--- config.mk ---
export PLATFORM = sky130hd
export DESIGN_NAME = tcgr_mod_unit
export DESIGN_NICKNAME = d
export VERILOG_FILES = /design/src/hdl/text_console_glyph_renderer_unit_macros.svh /design/src/hdl/tcgr_pkg.sv /design/src/hdl/tcgr_mod_unit.sv
export SDC_FILE = /design/constraint.sdc
export NUM_CORES = 1
export LEC_CHECK = 0
export ABC_AREA = 0
export BUFFER_PORTS_ARGS = -buffer_cell sky130_fd_sc_hd__buf_4
export CORE_AREA = 2 2 59 72
export DETAILED_ROUTE_END_ITERATION = 6
export DIE_AREA = 0 0 61 74
export GPL_TIMING_DRIVEN = 0
export HOLD_SLACK_MARGIN = 0.15
export PLACE_DENSITY = 0.8
export SLEW_MARGIN = 20
export SYNTH_ARGS = -nofsm -noshare
export SYNTH_HDL_FRONTEND = slang
export SYNTH_SLANG_ARGS = --single-unit
--- constraint.sdc ---
create_clock -name clk -period 3.1 [get_ports clk]
set_input_delay 0.31 -clock clk [delete_from_list [all_inputs] [get_ports clk]]
set_output_delay 0.31 -clock clk [all_outputs]
set_load 0.03 [all_outputs]
--- src/hdl/text_console_glyph_renderer_unit_macros.svh ---
// assertion macros for the text console glyph renderer
// used by files that check their own sequencing; expects clk and rst_n in scope
`ifndef TEXT_CONSOLE_GLYPH_RENDERER_UNIT_MACROS_SVH
`define TEXT_CONSOLE_GLYPH_RENDERER_UNIT_MACROS_SVH

// same-cycle implication
`define TCGR_ASSERT_NOW(lbl, ante, cons, msg) \
  lbl: assert property (@(posedge clk) disable iff (!rst_n) (ante) |-> (cons)) \
    else $error(msg);

// next-cycle implication
`define TCGR_ASSERT_NEXT(lbl, ante, cons, msg) \
  lbl: assert property (@(posedge clk) disable iff (!rst_n) (ante) |=> (cons)) \
    else $error(msg);

`endif

--- src/hdl/tcgr_pkg.sv ---
// shared types and codes for the text console glyph renderer
// no dependencies
package tcgr_pkg;

  localparam int STORE_AW = 12;
  localparam int MOD_W    = 10;

  // input word kinds
  localparam logic [1:0] KIND_CHAR   = 2'd0;
  localparam logic [1:0] KIND_GLYPH  = 2'd1;
  localparam logic [1:0] KIND_CURSOR = 2'd2;

  // result actions
  localparam logic [1:0] ACT_STATUS = 2'd0;
  localparam logic [1:0] ACT_WRITE  = 2'd1;
  localparam logic [1:0] ACT_SCROLL = 2'd2;

  // register indexes
  localparam logic [2:0] REG_PITCH   = 3'd0;
  localparam logic [2:0] REG_COLUMNS = 3'd1;
  localparam logic [2:0] REG_ROWS    = 3'd2;
  localparam logic [2:0] REG_PAL_LO  = 3'd3;
  localparam logic [2:0] REG_PAL_HI  = 3'd4;

  localparam logic [7:0] CHAR_NL = 8'd10;
  localparam logic [7:0] CHAR_CR = 8'd13;

  typedef struct packed {
    logic             start;
    logic [MOD_W-1:0] dividend;
    logic [MOD_W-1:0] divisor;
  } mod_ctl_t;

  typedef struct packed {
    logic             busy;
    logic             done;
    logic [MOD_W-1:0] rem;
  } mod_sts_t;

endpackage

--- src/hdl/tcgr_mod_unit.sv ---
// shared restoring remainder unit, one dividend bit per cycle
// uses tcgr_pkg for the control and status structs
module tcgr_mod_unit (
  input  logic               clk,
  input  logic               rst_n,
  input  tcgr_pkg::mod_ctl_t ctl,
  output tcgr_pkg::mod_sts_t sts
);
  import tcgr_pkg::*;

  localparam int CW = $clog2(MOD_W + 1);

  logic [MOD_W-1:0] rem_r;
  logic [MOD_W-1:0] dvd_r;
  logic [MOD_W-1:0] div_r;
  logic [CW-1:0]    cnt_r;
  logic             busy_r;
  logic             done_r;
  logic [MOD_W:0]   trial;
  logic [MOD_W:0]   rem_nxt;

  always_comb begin
    trial   = {rem_r, dvd_r[MOD_W-1]};
    rem_nxt = (trial >= {1'b0, div_r}) ? (trial - {1'b0, div_r}) : trial;
  end

  always_ff @(posedge clk) begin
    if (!rst_n) begin
      busy_r <= 1'b0;
      done_r <= 1'b0;
      cnt_r  <= '0;
    end else begin
      done_r <= 1'b0;
      if (ctl.start) begin
        busy_r <= 1'b1;
        cnt_r  <= CW'(MOD_W);
        rem_r  <= '0;
        dvd_r  <= ctl.dividend;
        div_r  <= ctl.divisor;
      end else if (busy_r) begin
        rem_r <= rem_nxt[MOD_W-1:0];
        dvd_r <= {dvd_r[MOD_W-2:0], 1'b0};
        cnt_r <= cnt_r - 1'b1;
        if (cnt_r == CW'(1)) begin
          busy_r <= 1'b0;
          done_r <= 1'b1;
        end
      end
    end
  end

  assign sts.busy = busy_r;
  assign sts.done = done_r;
  assign sts.rem  = rem_r;

endmodule

==> results.md, run 1 <==
- CP delay by family, top: simple AND/OR/NAND/NOR gates
- Synth Warn #: 0
- Chip Height: 74 µm
- Fin area: 2480 µm²
- Pre-antenna DRT Iters: 4
- GR Util met2: 0.329
- Root Driver: clkbuf_8
- Outcome: complete, no violations
- DR iter-0 viols: 38
- Dpl cell area: 2370 µm²
- CP cell instances: inv_1, ha_1, inv_1, fa_1, a211o_1, and3_1, or4_1, nand3_1, mux2i_1
- Worst-path maximum fanout: 3
- Die area: 4510 µm²
- Leak: 1.07 nW
- TritonCTS Sinks: 36
- Clock Skews: 0.0102 ns
- Largest net degree at the start of global routing: 22
- Worst r2r src: dvd_r[9]
- Gpl congestion: 0.843
- Routed vias/inst: 5.38
- Hold Crit Class: input pin to flop
- Total track usage: 0.195
- Worst r2r path cells: 9
- Critical Path End Type: flop
- Post-Synthesis Cells: 177
- Finished Layout Cells: 273
- Initial Util: 0.531
- Worst Setup EP: rem_r[8]
- Fmax achieved: 403 MHz
- Hold depth: 1
- Worst ir drop on vdd: 0.411 mV
- Max Slew Vio Count: 0
- Placed Cells: 265
- Crit-path slowest cell: or4_1
- Vias in the first global route: 1,397
- First-pass GRT wire length: 6270 µm
- Worst-margin pin slew: 0.937 ns
- Grt ovf: 0
- Worst path arrival time: 2.54 ns
- Nets@finish: 254
- Pwr dens: 547 nW/µm²
- Area share of the largest cell type after synthesis: 0.441
- CTS tree: built
- Worst Setup Start Kind: flop
- CP startpoint: dvd_r[9]
- EDFF count, synth: 30
- Slew headroom: 0.375
- Max incr delay on CP: 0.46 ns
- Reg-to-Reg End: rem_r[8]
- Cts bufs inserted: 5
- Layout cells sized above 1: 0.297
- Maximum clock path buffer count: 2
- CP most frequent cell: inv_1
- CP required: 3.16 ns
- Reg-to-reg slack, setup: 0.62 ns
- Setup Fix Bufs, Post-CTS: 0
- MaxCap Viol Count: 0
- Met3 usage: 0.0643
- Busiest grt layer: met2
- Setup violators final: 0
- Synthesized Nets: 213
- Met1 Usage GRT: 0.230
- DRC: 0
- Total negative slack: 0 ns
- Mean post-synth cell area: 11.6 µm²
- Ant diodes: 0
- Number of top-level pins: 35
- Routed Antenna Nets: 0
- Area delta synth->final: 21.2%
- Post-DP HPWL: 2800 µm
- Netlist Area Pre-Place: 2040 µm²
- Clock transition at path regs: 0.08 ns
- Fin crit share: 0.801
- Unique masters post-synth: 48
- Vias post-DR: 1,468
- Post_cts resized: 0
- Die X: 61 µm
- IO Port Bufs: 34
- Crit path kind: flop to flop
- Row cnt: 25
- Buffers plus inverters on the worst setup path: 2
- Drt wl/cell: 14.0 µm
- Hold Vio Cnt, Final: 0
- Largest area contributor in the netlist: edfxtp_1
- Crit path time final: 2.48 ns
- #FFs+latches synth: 36
- Ranking of synthesized cells by area: edfxtp_1, ha_1, mux2_2
- CTS Hold Bufs: 0
- Synth async-reset ratio: 0
- Total Routed Length: 3830 µm
- Core area: 3850 µm²
- Crit. path cell count: 9
- Most frequently used flop master after synthesis: edfxtp_1
- Worst-Skew Late Latency: 0.30 ns
- Share of the yosys chip area belonging to registers: 0.499
- RSZ-0062 raised after global routing: no
- Initial antenna violation count: 0
- CTS HTree Levels: 2
[cell usage in the layout (no fill, tap or decap), types with 2 or more instances in the layout]
| cell type | n |
|---|---|
| buf_4 | 37 |
| edfxtp_1 | 30 |
| inv_1 | 17 |
| nand2_1 | 13 |
| ha_1 | 12 |
| mux2_2 | 11 |
| nor2_1 | 9 |
| o21ai_0 | 7 |
| mux2i_1 | 6 |
| dfxtp_1 | 6 |
| clkbuf_8 | 5 |
| o21a_1 | 4 |
| a21oi_1 | 4 |
| nor3_1 | 4 |
| a211oi_1 | 4 |
| a21o_1 | 3 |
| a21boi_0 | 3 |
| clkbuf_1 | 2 |
| nor2b_1 | 2 |
| and3_1 | 2 |
| and4_1 | 2 |
| and2_1 | 2 |
| xor2_1 | 2 |
| xnor2_1 | 2 |
| nand3_1 | 2 |
| a31oi_1 | 2 |
[layout make-up]
cell class / instances / area [µm²]
repair buffers: 34 / 255
inverters: 17 / 63.8
fillers: 327 / 1370
flip-flops and latches: 36 / 1020
well taps: 54 / 67.6
clock buffers: 5 / 68.8
multi-input cells: 118 / 918
clock inverters: 3 / 42.5
plain buffers: 6 / 41.3
[where the power goes]
part / switching [W] / leakage [nW] / total, W / internal (W)
Combinational: 0.000184 / 0.681 / 0.000345 / 0.000161
Clock: 0.000177 / 0.0541 / 0.000415 / 0.000238
Sequential: 0.0000227 / 0.337 / 0.000596 / 0.000573
Total: 0.000383 / 1.07 / 0.00136 / 0.000973
[through the flow]
| step | utilization | hold WS [ns] | setup WS (ns) | power (W) |
|---|---|---|---|---|
| 6_report | 0.644 | 0.180 | 0.618 | 0.00136 |
| 3_5_place_dp | 0.615 | 0.489 | 0.627 | 0.000951 |
| 2_1_floorplan | - | 0.409 | 0.698 | 0.000855 |
| 3_3_place_gp | 0.615 | 0.488 | 0.650 | 0.000944 |
| 5_1_grt | 0.644 | 0.173 | 0.478 | 0.00142 |
| 4_1_cts | 0.644 | 0.183 | 0.605 | 0.00136 |
[worst min-delay path by stage]
stage / from / slack (ns) / end
final: ctl[5] / 0.18 / div_r[5]
after detailed placement: ctl[3] / 0.49 / div_r[3]
after global routing: ctl[8] / 0.17 / div_r[8]
after floorplan: ctl[0] / 0.41 / div_r[0]
after CTS: ctl[8] / 0.18 / div_r[8]
after global placement: ctl[1] / 0.49 / div_r[1]
[logic make-up (layout without fill, tap and decap cells)]
kind of cell / Yosys count / count (layout) / synth area share
compound gates: 37 / 37 / 0.133
xor+xnor: 4 / 4 / 0.0171
fa+ha+maj: 13 / 13 / 0.0832
buf+inv: 23 / 65 / 0.0514
flops: 36 / 36 / 0.499
mux: 18 / 18 / 0.0973
simple gates: 46 / 46 / 0.119
[synth_stat cells, drive strengths merged, types with 2 or more instances]
cell type,count
edfxtp,30
a21boi,3
mux2,12
xnor2,2
o21ai,7
mux2i,6
xor2,2
nor2b,2
a21o,4
nand2,13
a211oi,4
nor3,4
o21a,4
dfxtp,6
inv,17
nand3,2
nor2,9
ha,12
a31oi,2
clkbuf,2
buf,4
a21oi,4
and2,2
and3,2
and4,2
[layer usage]
metal  routed length [µm]  vias up
met2                 1910       31
met5                    0        -
met3                  198        6
met1                 1670      695
met4                   55        0
li1                     -      736
[worst reg2reg max path, stage by stage (launching register included)]
cell and delay (ns):
edfxtp_1 0.36, inv_1 0.09, ha_1 0.18, inv_1 0.06, fa_1 0.43, a211o_1 0.32
and3_1 0.19, or4_1 0.46, nand3_1 0.09, mux2i_1 0.06
[state kept, by name (all words and copies together) (netlist names)]
signal  count
rem_r      10
dvd_r      10
div_r      10
done_r      1
busy_r      1
cnt_r       4
Power figures use the tool's default switching activity.
==> run 2: changes to the inputs <==
--- a/config.mk
+++ b/config.mk
@@ -5,14 +5,14 @@
 export SDC_FILE = /design/constraint.sdc
 export NUM_CORES = 1
 export LEC_CHECK = 0
-export ABC_AREA = 0
+export ABC_AREA = 1
 export BUFFER_PORTS_ARGS = -buffer_cell sky130_fd_sc_hd__buf_4
-export CORE_AREA = 2 2 59 72
+export CORE_AREA = 2 2 61 74
 export DETAILED_ROUTE_END_ITERATION = 6
-export DIE_AREA = 0 0 61 74
+export DIE_AREA = 0 0 63 76
 export GPL_TIMING_DRIVEN = 0
 export HOLD_SLACK_MARGIN = 0.15
-export PLACE_DENSITY = 0.8
+export PLACE_DENSITY = 0.79
 export SLEW_MARGIN = 20
 export SYNTH_ARGS = -nofsm -noshare
 export SYNTH_HDL_FRONTEND = slang
==> constraint.sdc (replaced) <==
create_clock -name clk -period 2.4 [get_ports clk]
set_input_delay 0.24 -clock clk [delete_from_list [all_inputs] [get_ports clk]]
set_output_delay 0.24 -clock clk [all_outputs]
set_load 0.03 [all_outputs]
==> run 2 against run 1 <==
Net effect: worst setup slack worse by 0.40 ns; flip-flop and latch count stayed put; global-route usage is 0.68 points higher; combinational power is 30% higher; critical path type unchanged; largest cell class unchanged.
==> results.md, run 2 <==
- Outcome: complete, no violations
- Worst-path maximum fanout: 10 (+7)
- Simple-Gate Fraction of Synth Area: 0.310 (+0.191)
- Layout cells sized above 1: 0.169 (-0.128)
- FF/Latch Area: 1020 µm² (unchanged)
- Finished Layout Cells: 382 (+40%)
- Crit path kind: flop to flop
- #FFs+latches synth: 36 (unchanged)
- Share of the yosys chip area belonging to registers: 0.470 (-0.0291)
- Most common cell after layout, fill and taps aside: nand2_1
- Ranking of synthesized cells by area: edfxtp_1, nand2_1, inv_1
- Cts bufs inserted: 5 (unchanged)
- IO Port Bufs: 34 (unchanged)
- Grt ovf: 0 (unchanged)
- TritonCTS Sinks: 36 (unchanged)
- Mux cell area share after synthesis: 0 (-0.0973)
- Crit path time final: 2.18 ns (-0.303 ns)
- Leak: 1.35 nW (+26%)
- RSZ-0062 raised after global routing: no
- Worst Setup Start Kind: flop
- Initial antenna violation count: 0 (unchanged)
- Vias post-DR: 1,874 (+28%)
- Die X: 63 µm (+3.3%)
- Ant diodes: 0 (unchanged)
- Pwr dens: 601 nW/µm² (+9.9%)
- Most frequently used flop master after synthesis: edfxtp_1
- CP required: 2.45 ns (-0.71 ns)
- MaxCap Viol Count: 0 (unchanged)
- Filler Cell Count: 359 (+9.8%)
- Fmax achieved: 459 MHz (+14%)
- Vias in the first global route: 1,805 (+29%)
- Largest net degree at the start of global routing: 22 (unchanged)
- Slew headroom: 0.521 (+0.146)
- WHS: 0.212 ns (+0.0317 ns)
- CP most frequent cell: nand2_1
- Synth cell count leaders: nand2_1, inv_1, nor2_1
- Post-DP HPWL: 3350 µm (+20%)
- Die area: 4790 µm² (+6.1%)
- Total track usage: 0.202 (+0.00676)
- Buffers plus inverters on the worst setup path: 1 (-1)
- Dpl ws: 0.238 ns (-0.389 ns)
- CP delay by family, top: simple AND/OR/NAND/NOR gates
- Routed vias/inst: 4.91 (-8.8%)
- Post-Synthesis Cells: 273 (+54%)
- Maximum clock path buffer count: 2 (unchanged)
- Synth Area in Adders: 0.0784 (-0.00485)
- Largest area contributor in the netlist: edfxtp_1
- Synth Warn #: 0 (unchanged)
- Critical Path End Type: flop
- DRC: 0 (unchanged)
- Routed Antenna Nets: 0 (unchanged)
- Most frequent cell after synthesis: nand2_1
- Max Slew Vio Count: 0 (unchanged)
- Synth async-reset ratio: 0 (unchanged)
- Hold Vio Cnt, Final: 0 (unchanged)
- Nets@finish: 361 (+42%)
- Area of the multi-input gates: 937 µm² (+2.0%)
- Worst ir drop on vdd: 0.445 mV (+8.3%)
- Fin crit share: 0.908 (+0.107)
- Hold Crit Class: input pin to flop
- CTS tree: built
- Worst-Skew Late Latency: 0.28 ns (-0.02 ns)
- Clock Skews: 0.00826 ns (-0.00195 ns)
- Synthesized Nets: 309 (+45%)
- Combinational family with the most area after synthesis: simple AND/OR/NAND/NOR gates
- Root Driver: clkbuf_8
- Initial Util: 0.525 (-0.00594)
- Fin area: 2700 µm² (+8.9%)
- Core area: 4130 µm² (+7.4%)
- Mean post-synth cell area: 7.95 µm² (-31%)
- Post-Synth XOR/XNOR Area: 0.0121 (-0.00503)
- Placed Cells: 363 (+37%)
- DR iter-0 viols: 66 (+74%)
- Gpl congestion: 0.812 (-3.7%)
- Area delta synth->final: 24.3%
- Drt wl/cell: 11.9 µm (-15%)
- Number of top-level pins: 35 (unchanged)
- Row cnt: 26 (+4.0%)
- Largest regs: div_r: 10 flops, dvd_r: 10 flops, rem_r: 10 flops
- Slack of the critical path: 0.222 ns (-0.397 ns)
- Area share of the largest cell type after synthesis: 0.415 (-0.0257)
- Setup violators final: 0 (unchanged)
- Pre-antenna DRT Iters: 4 (unchanged)
- Unique masters post-synth: 27 (-44%)
- Most frequent cells in the layout: nand2_1, inv_1, buf_4, nor2_1, edfxtp_1
- Setup Fix Bufs, Post-CTS: 0 (unchanged)
- First-pass GRT wire length: 7550 µm (+20%)
- Total Routed Length: 4560 µm (+19%)
- CP cell instances: ha_1, nand2_1, inv_1, nand2_1, nand2_1, a21oi_2, nand4_1, nand2_1, nor2_1
- Worst path arrival time: 2.22 ns (-0.32 ns)
- Clock transition at path regs: 0.07 ns (about the same)
- Dpl cell area: 2510 µm² (+5.9%)
- Crit-path slowest cell: a21oi_2
- Max incr delay on CP: 0.47 ns (about the same)
- CTS HTree Levels: 2 (unchanged)
- Netlist Area Pre-Place: 2170 µm² (+6.2%)
- Chip Height: 76 µm (+2.7%)
- Worst-margin pin slew: 0.717 ns (-0.220 ns)
- EDFF count, synth: 30 (unchanged)
- Compound-Gate Fraction of Synth Area: 0.0265 (-0.106)
-- run 2: power breakdown --
part | leakage [nW] | total [W] | internal, W | switching [W]
Clock | 0.0422 | 0.000410 | 0.000204 | 0.000206
Combinational | 0.975 | 0.000450 | 0.000176 | 0.000273
Sequential | 0.338 | 0.000763 | 0.000736 | 0.0000271
-- run 2: worst paths after layout --
kind | start | endpoint | slack (ns) | depth (start not counted)
worst max-delay path | rem_r[4] | rem_r[4] | 0.22 | 9
worst max register to register | rem_r[4] | rem_r[4] | 0.22 | 9
worst min register to register | cnt_r[3] | cnt_r[3] | 0.50 | 2
worst min-delay path | rst_n | cnt_r[1] | 0.21 | 3
-- run 2: logic make-up after synthesis --
logic type               Yosys count
AO/OA/AOI/OAI                     10
XOR/XNOR                           3
adder cells (fa/ha/maj)           13
buffers and inverters             56
flip-flops                        36
AND/OR/NAND/NOR                  155
-- run 2: area by class of cell --
cell class / instances / share of cell area
flip-flops and latches: 36 / 0.378
multi-input cells: 181 / 0.347
repair buffers: 45 / 0.135
inverters: 50 / 0.0695
clock buffers: 7 / 0.0283
well taps: 56 / 0.0260
plain buffers: 6 / 0.0134
clock inverters: 1 / 0.00185
-- run 2: per-layer routing --
| layer | part of all wire | wire length [µm] | global-route usage |
|---|---|---|---|
| met1 | 0.40 | 1840 | 0.220 |
| met5 | 0 | 0 | 0 |
| met2 | 0.53 | 2400 | 0.372 |
| met3 | 0.049 | 225 | 0.0355 |
| met4 | 0.020 | 91 | 0.0911 |
-- run 2: metrics by stage --
stage / setup TNS, ns / power [W] / util
3_5_place_dp: 0 / 0.00121 / 0.607
2_1_floorplan: 0 / 0.00109 / -
5_1_grt: 0 / 0.00172 / 0.653
6_report: 0 / 0.00162 / 0.653
3_3_place_gp: -1.64 / 0.00120 / 0.604
4_1_cts: 0 / 0.00164 / 0.653
-- run 2: worst reg2reg max path, delay by kind of cell, from the launching register on --
kind,cells,cell delay (ns)
flip-flops,1,0.42
buffers and inverters,1,0.05
AND/OR/NAND/NOR,6,0.62
AO/OA/AOI/OAI,1,0.47
adder cells (fa/ha/maj),1,0.39
-- run 2: what timing repair did --
| action | CTS | global route |
|---|---|---|
| hold endpoints to repair | 11 | 0 |
| hold buffers | 11 | 0 |
| gates resized for setup | 0 | 0 |
==> run 3: changes to the inputs <==
--- a/config.mk
+++ b/config.mk
@@ -5,14 +5,14 @@
 export SDC_FILE = /design/constraint.sdc
 export NUM_CORES = 1
 export LEC_CHECK = 0
-export ABC_AREA = 1
+export ABC_AREA = 0
 export BUFFER_PORTS_ARGS = -buffer_cell sky130_fd_sc_hd__buf_4
-export CORE_AREA = 2 2 61 74
+export CORE_AREA = 2 2 59 72
 export DETAILED_ROUTE_END_ITERATION = 6
-export DIE_AREA = 0 0 63 76
+export DIE_AREA = 0 0 61 74
 export GPL_TIMING_DRIVEN = 0
 export HOLD_SLACK_MARGIN = 0.15
-export PLACE_DENSITY = 0.79
+export PLACE_DENSITY = 0.8
 export SLEW_MARGIN = 20
 export SYNTH_ARGS = -nofsm -noshare
 export SYNTH_HDL_FRONTEND = slang
==> run 3 against run 2 <==
Net effect: first-iteration DRC count down 44%; sequential share of layout area rose by 0.88 points; worst setup slack worse by 0.22 ns; via count shrank 18%; worst hold slack gained 0.028 ns; global-route usage up 0.82 points; flip-flop and latch count unchanged; cell count decreased by 25%; clock power is essentially flat; critical path depth unchanged.
==> results.md, run 3 (synthesis gave the netlist of run 1 again) <==
- TritonCTS Sinks: 36 (unchanged)
- Area delta synth->final: 29.0%
- Layout cells sized above 1: 0.348 (+0.179)
- Pre-antenna DRT Iters: 4 (unchanged)
- Core area: 3850 µm² (-6.9%)
- Worst path arrival time: 2.44 ns (+0.22 ns)
- Vias in the first global route: 1,601 (-11%)
- Area of the multi-input gates: 976 µm² (+4.1%)
- Worst Setup Start Kind: flop
- Total track usage: 0.210 (+0.00818)
- Worst-margin pin slew: 0.926 ns (+0.209 ns)
- Ant diodes: 0 (unchanged)
- Placed Cells: 265 (-27%)
- Max Slew Vio Count: 0 (unchanged)
- Row cnt: 25 (-3.8%)
- DR iter-0 viols: 37 (-44%)
- Worst r2r src: dvd_r[9]
- MaxCap Viol Count: 0 (unchanged)
- Grt ovf: 0 (unchanged)
- Post-DP HPWL: 2820 µm (-16%)
- Hold Vio Cnt, Final: 0 (unchanged)
- Clock transition at path regs: 0.07 ns (about the same)
- Hold Startpoint: ctl[10]
- Switch share: 0.298 (-0.0137)
- Root Driver: clkbuf_8
- Vias post-DR: 1,530 (-18%)
- Leak: 1.12 nW (-17%)
- Critical Path End Type: flop
- Hold Crit Class: input pin to flop
- DRC: 0 (unchanged)
- Worst-path maximum fanout: 3 (-7)
- Final core occ: 0.686 (+0.0323)
- Routed Antenna Nets: 0 (unchanged)
- Largest net degree at the start of global routing: 22 (unchanged)
- Setup violators final: 0 (unchanged)
- CTS tree: built
- Crit path time final: 2.40 ns (+0.217 ns)
- Hold depth: 2 (-1)
- Number of top-level pins: 35 (unchanged)
- Most common cell after layout, fill and taps aside: buf_4
- Fmax achieved: 417 MHz (-9.1%)
- Net Sw Power: 0.000501 W (-1.1%)
- Clock Skews: 0.00613 ns (-0.00213 ns)
- Share of total power in combinational logic: 0.297 (+0.020)
- Hold Path End: dvd_r[0]
- Reg-to-reg slack, setup: 0.005 ns (-0.22 ns)
- Initial antenna violation count: 0 (unchanged)
- Crit path kind: flop to flop
- Worst r2r path cells: 9 (unchanged)
- Flop pwr share: 0.459 (-0.012)
- RSZ-0062 raised after global routing: yes
- Die X: 61 µm (-3.2%)
- Nets@finish: 268 (-26%)
- Fin crit share: 0.998 (+0.0904)
- Int Power: 0.00118 W (+5.6%)
- IO Port Bufs: 34 (unchanged)
- Pwr dens: 637 nW/µm² (+5.9%)
- Gpl congestion: 0.794 (-2.3%)
- CTS HTree Levels: 2 (unchanged)
- Reg-to-Reg End: rem_r[8]
- Initial Util: 0.531 (+0.00594)
- CP required: 2.44 ns (about the same)
- Slew headroom: 0.383 (-0.138)
- Cts bufs inserted: 5 (unchanged)
- Filler Cell Count: 305 (-15%)
- Chip Height: 74 µm (-2.6%)
- Routed vias/inst: 5.33 (+8.7%)
- Finished Layout Cells: 287 (-25%)
- Die area: 4510 µm² (-5.7%)
- Clock power frac: 0.244 (-0.008)
- Worst ir drop on vdd: 0.452 mV (+1.5%)
- Worst-Skew Late Latency: 0.29 ns (about the same)
- Drt wl/cell: 14.3 µm (+20%)
- Largest regs: div_r: 10 flops, dvd_r: 10 flops, rem_r: 10 flops
- First-pass GRT wire length: 6810 µm (-9.8%)
- FF/Latch Area: 1020 µm² (unchanged)
- Most frequent cells in the layout: buf_4, edfxtp_1, inv_1, nand2_1, mux2_2
- Maximum clock path buffer count: 2 (unchanged)
- Outcome: complete, no violations
- Total Routed Length: 4100 µm (-10%)
## run 3: changes by cell type in the layout (fill, tap and decap cells not counted), sizes merged, moves of 4 or more
| cell | delta |
|---|---|
| a211oi | +4 |
| a21o | +4 |
| inv | -33 |
| mux2 | +12 |
| mux2i | +6 |
| nand2 | -76 |
| nand3 | -12 |
| nand4 | -10 |
| nor2 | -28 |
| o21a | +4 |
| o21ai | +4 |
## run 3: how the worst max path moves through the flow
| stage | slack [ns] | end | depth (start not counted) | start |
|---|---|---|---|---|
| after floorplan | 0.01 | rem_r[4] | 7 | rem_r[0] |
| after global placement | -0.03 | rem_r[8] | 9 | dvd_r[9] |
| after detailed placement | -0.02 | rem_r[8] | 9 | dvd_r[9] |
| after CTS | 0.01 | rem_r[4] | 7 | rem_r[0] |
| after global routing | -0.05 | rem_r[8] | 9 | dvd_r[9] |
| final | 0.005 | rem_r[8] | 9 | dvd_r[9] |
## run 3: layout make-up
| type | count | share of cell area |
|---|---|---|
| Clock buffer | 5 | 0.0261 |
| Buffer | 6 | 0.0157 |
| Inverter | 17 | 0.0242 |
| Multi-Input combinational cell | 118 | 0.370 |
| Tap cell | 54 | 0.0256 |
| Timing Repair Buffer | 48 | 0.146 |
| Sequential cell | 36 | 0.387 |
| Clock inverter | 3 | 0.00522 |
## run 3: stage by stage
stage                     hold slack (ns)  total power (W)  setup TNS [ns]  setup slack [ns]  cell area, µm²
after floorplan                     0.339          0.00110               0            0.0117            2040
after global placement              0.418          0.00122         -0.0299           -0.0299            2370
after detailed placement            0.419          0.00123         -0.0202           -0.0202            2370
after CTS                           0.241          0.00165               0           0.00969            2550
after global routing                0.235          0.00176         -0.0642           -0.0501            2640
final                               0.240          0.00168               0           0.00457            2640
## run 3: power by group through the flow
stage          Sequential [W]  Clock [W]  Combinational (W)
6_report             0.000770   0.000410           0.000499
5_1_grt              0.000776   0.000438           0.000549
4_1_cts              0.000771   0.000413           0.000465
3_5_place_dp         0.000784          0           0.000447
3_3_place_gp         0.000782          0           0.000437
2_1_floorplan        0.000813          0           0.000292
## run 3: critical path: stages (launching register included)
cell	delay, ns
edfxtp_1	0.38
inv_2	0.09
ha_4	0.13
inv_2	0.03
fa_2	0.38
a211o_1	0.34
and3_4	0.19
or4_4	0.48
nand3_2	0.07
mux2i_1	0.06
## run 3: what timing repair did
action / 4_1_cts / 5_1_grt
setup buffers: 0 / 4
endpoints found under the setup margin: 1 / 4
gates resized for setup: 1 / 15
endpoints found under the hold margin: 10 / 0
pin swaps: 0 / 4
hold buffers: 10 / 0
## run 3: layer usage
metal	vias to the layer above	wire length, µm	track usage
li1	762	-	-
met1	728	1670	0.227
met2	35	2150	0.392
met3	5	228	0.0574
met4	0	50	0.0580
met5	-	0	0
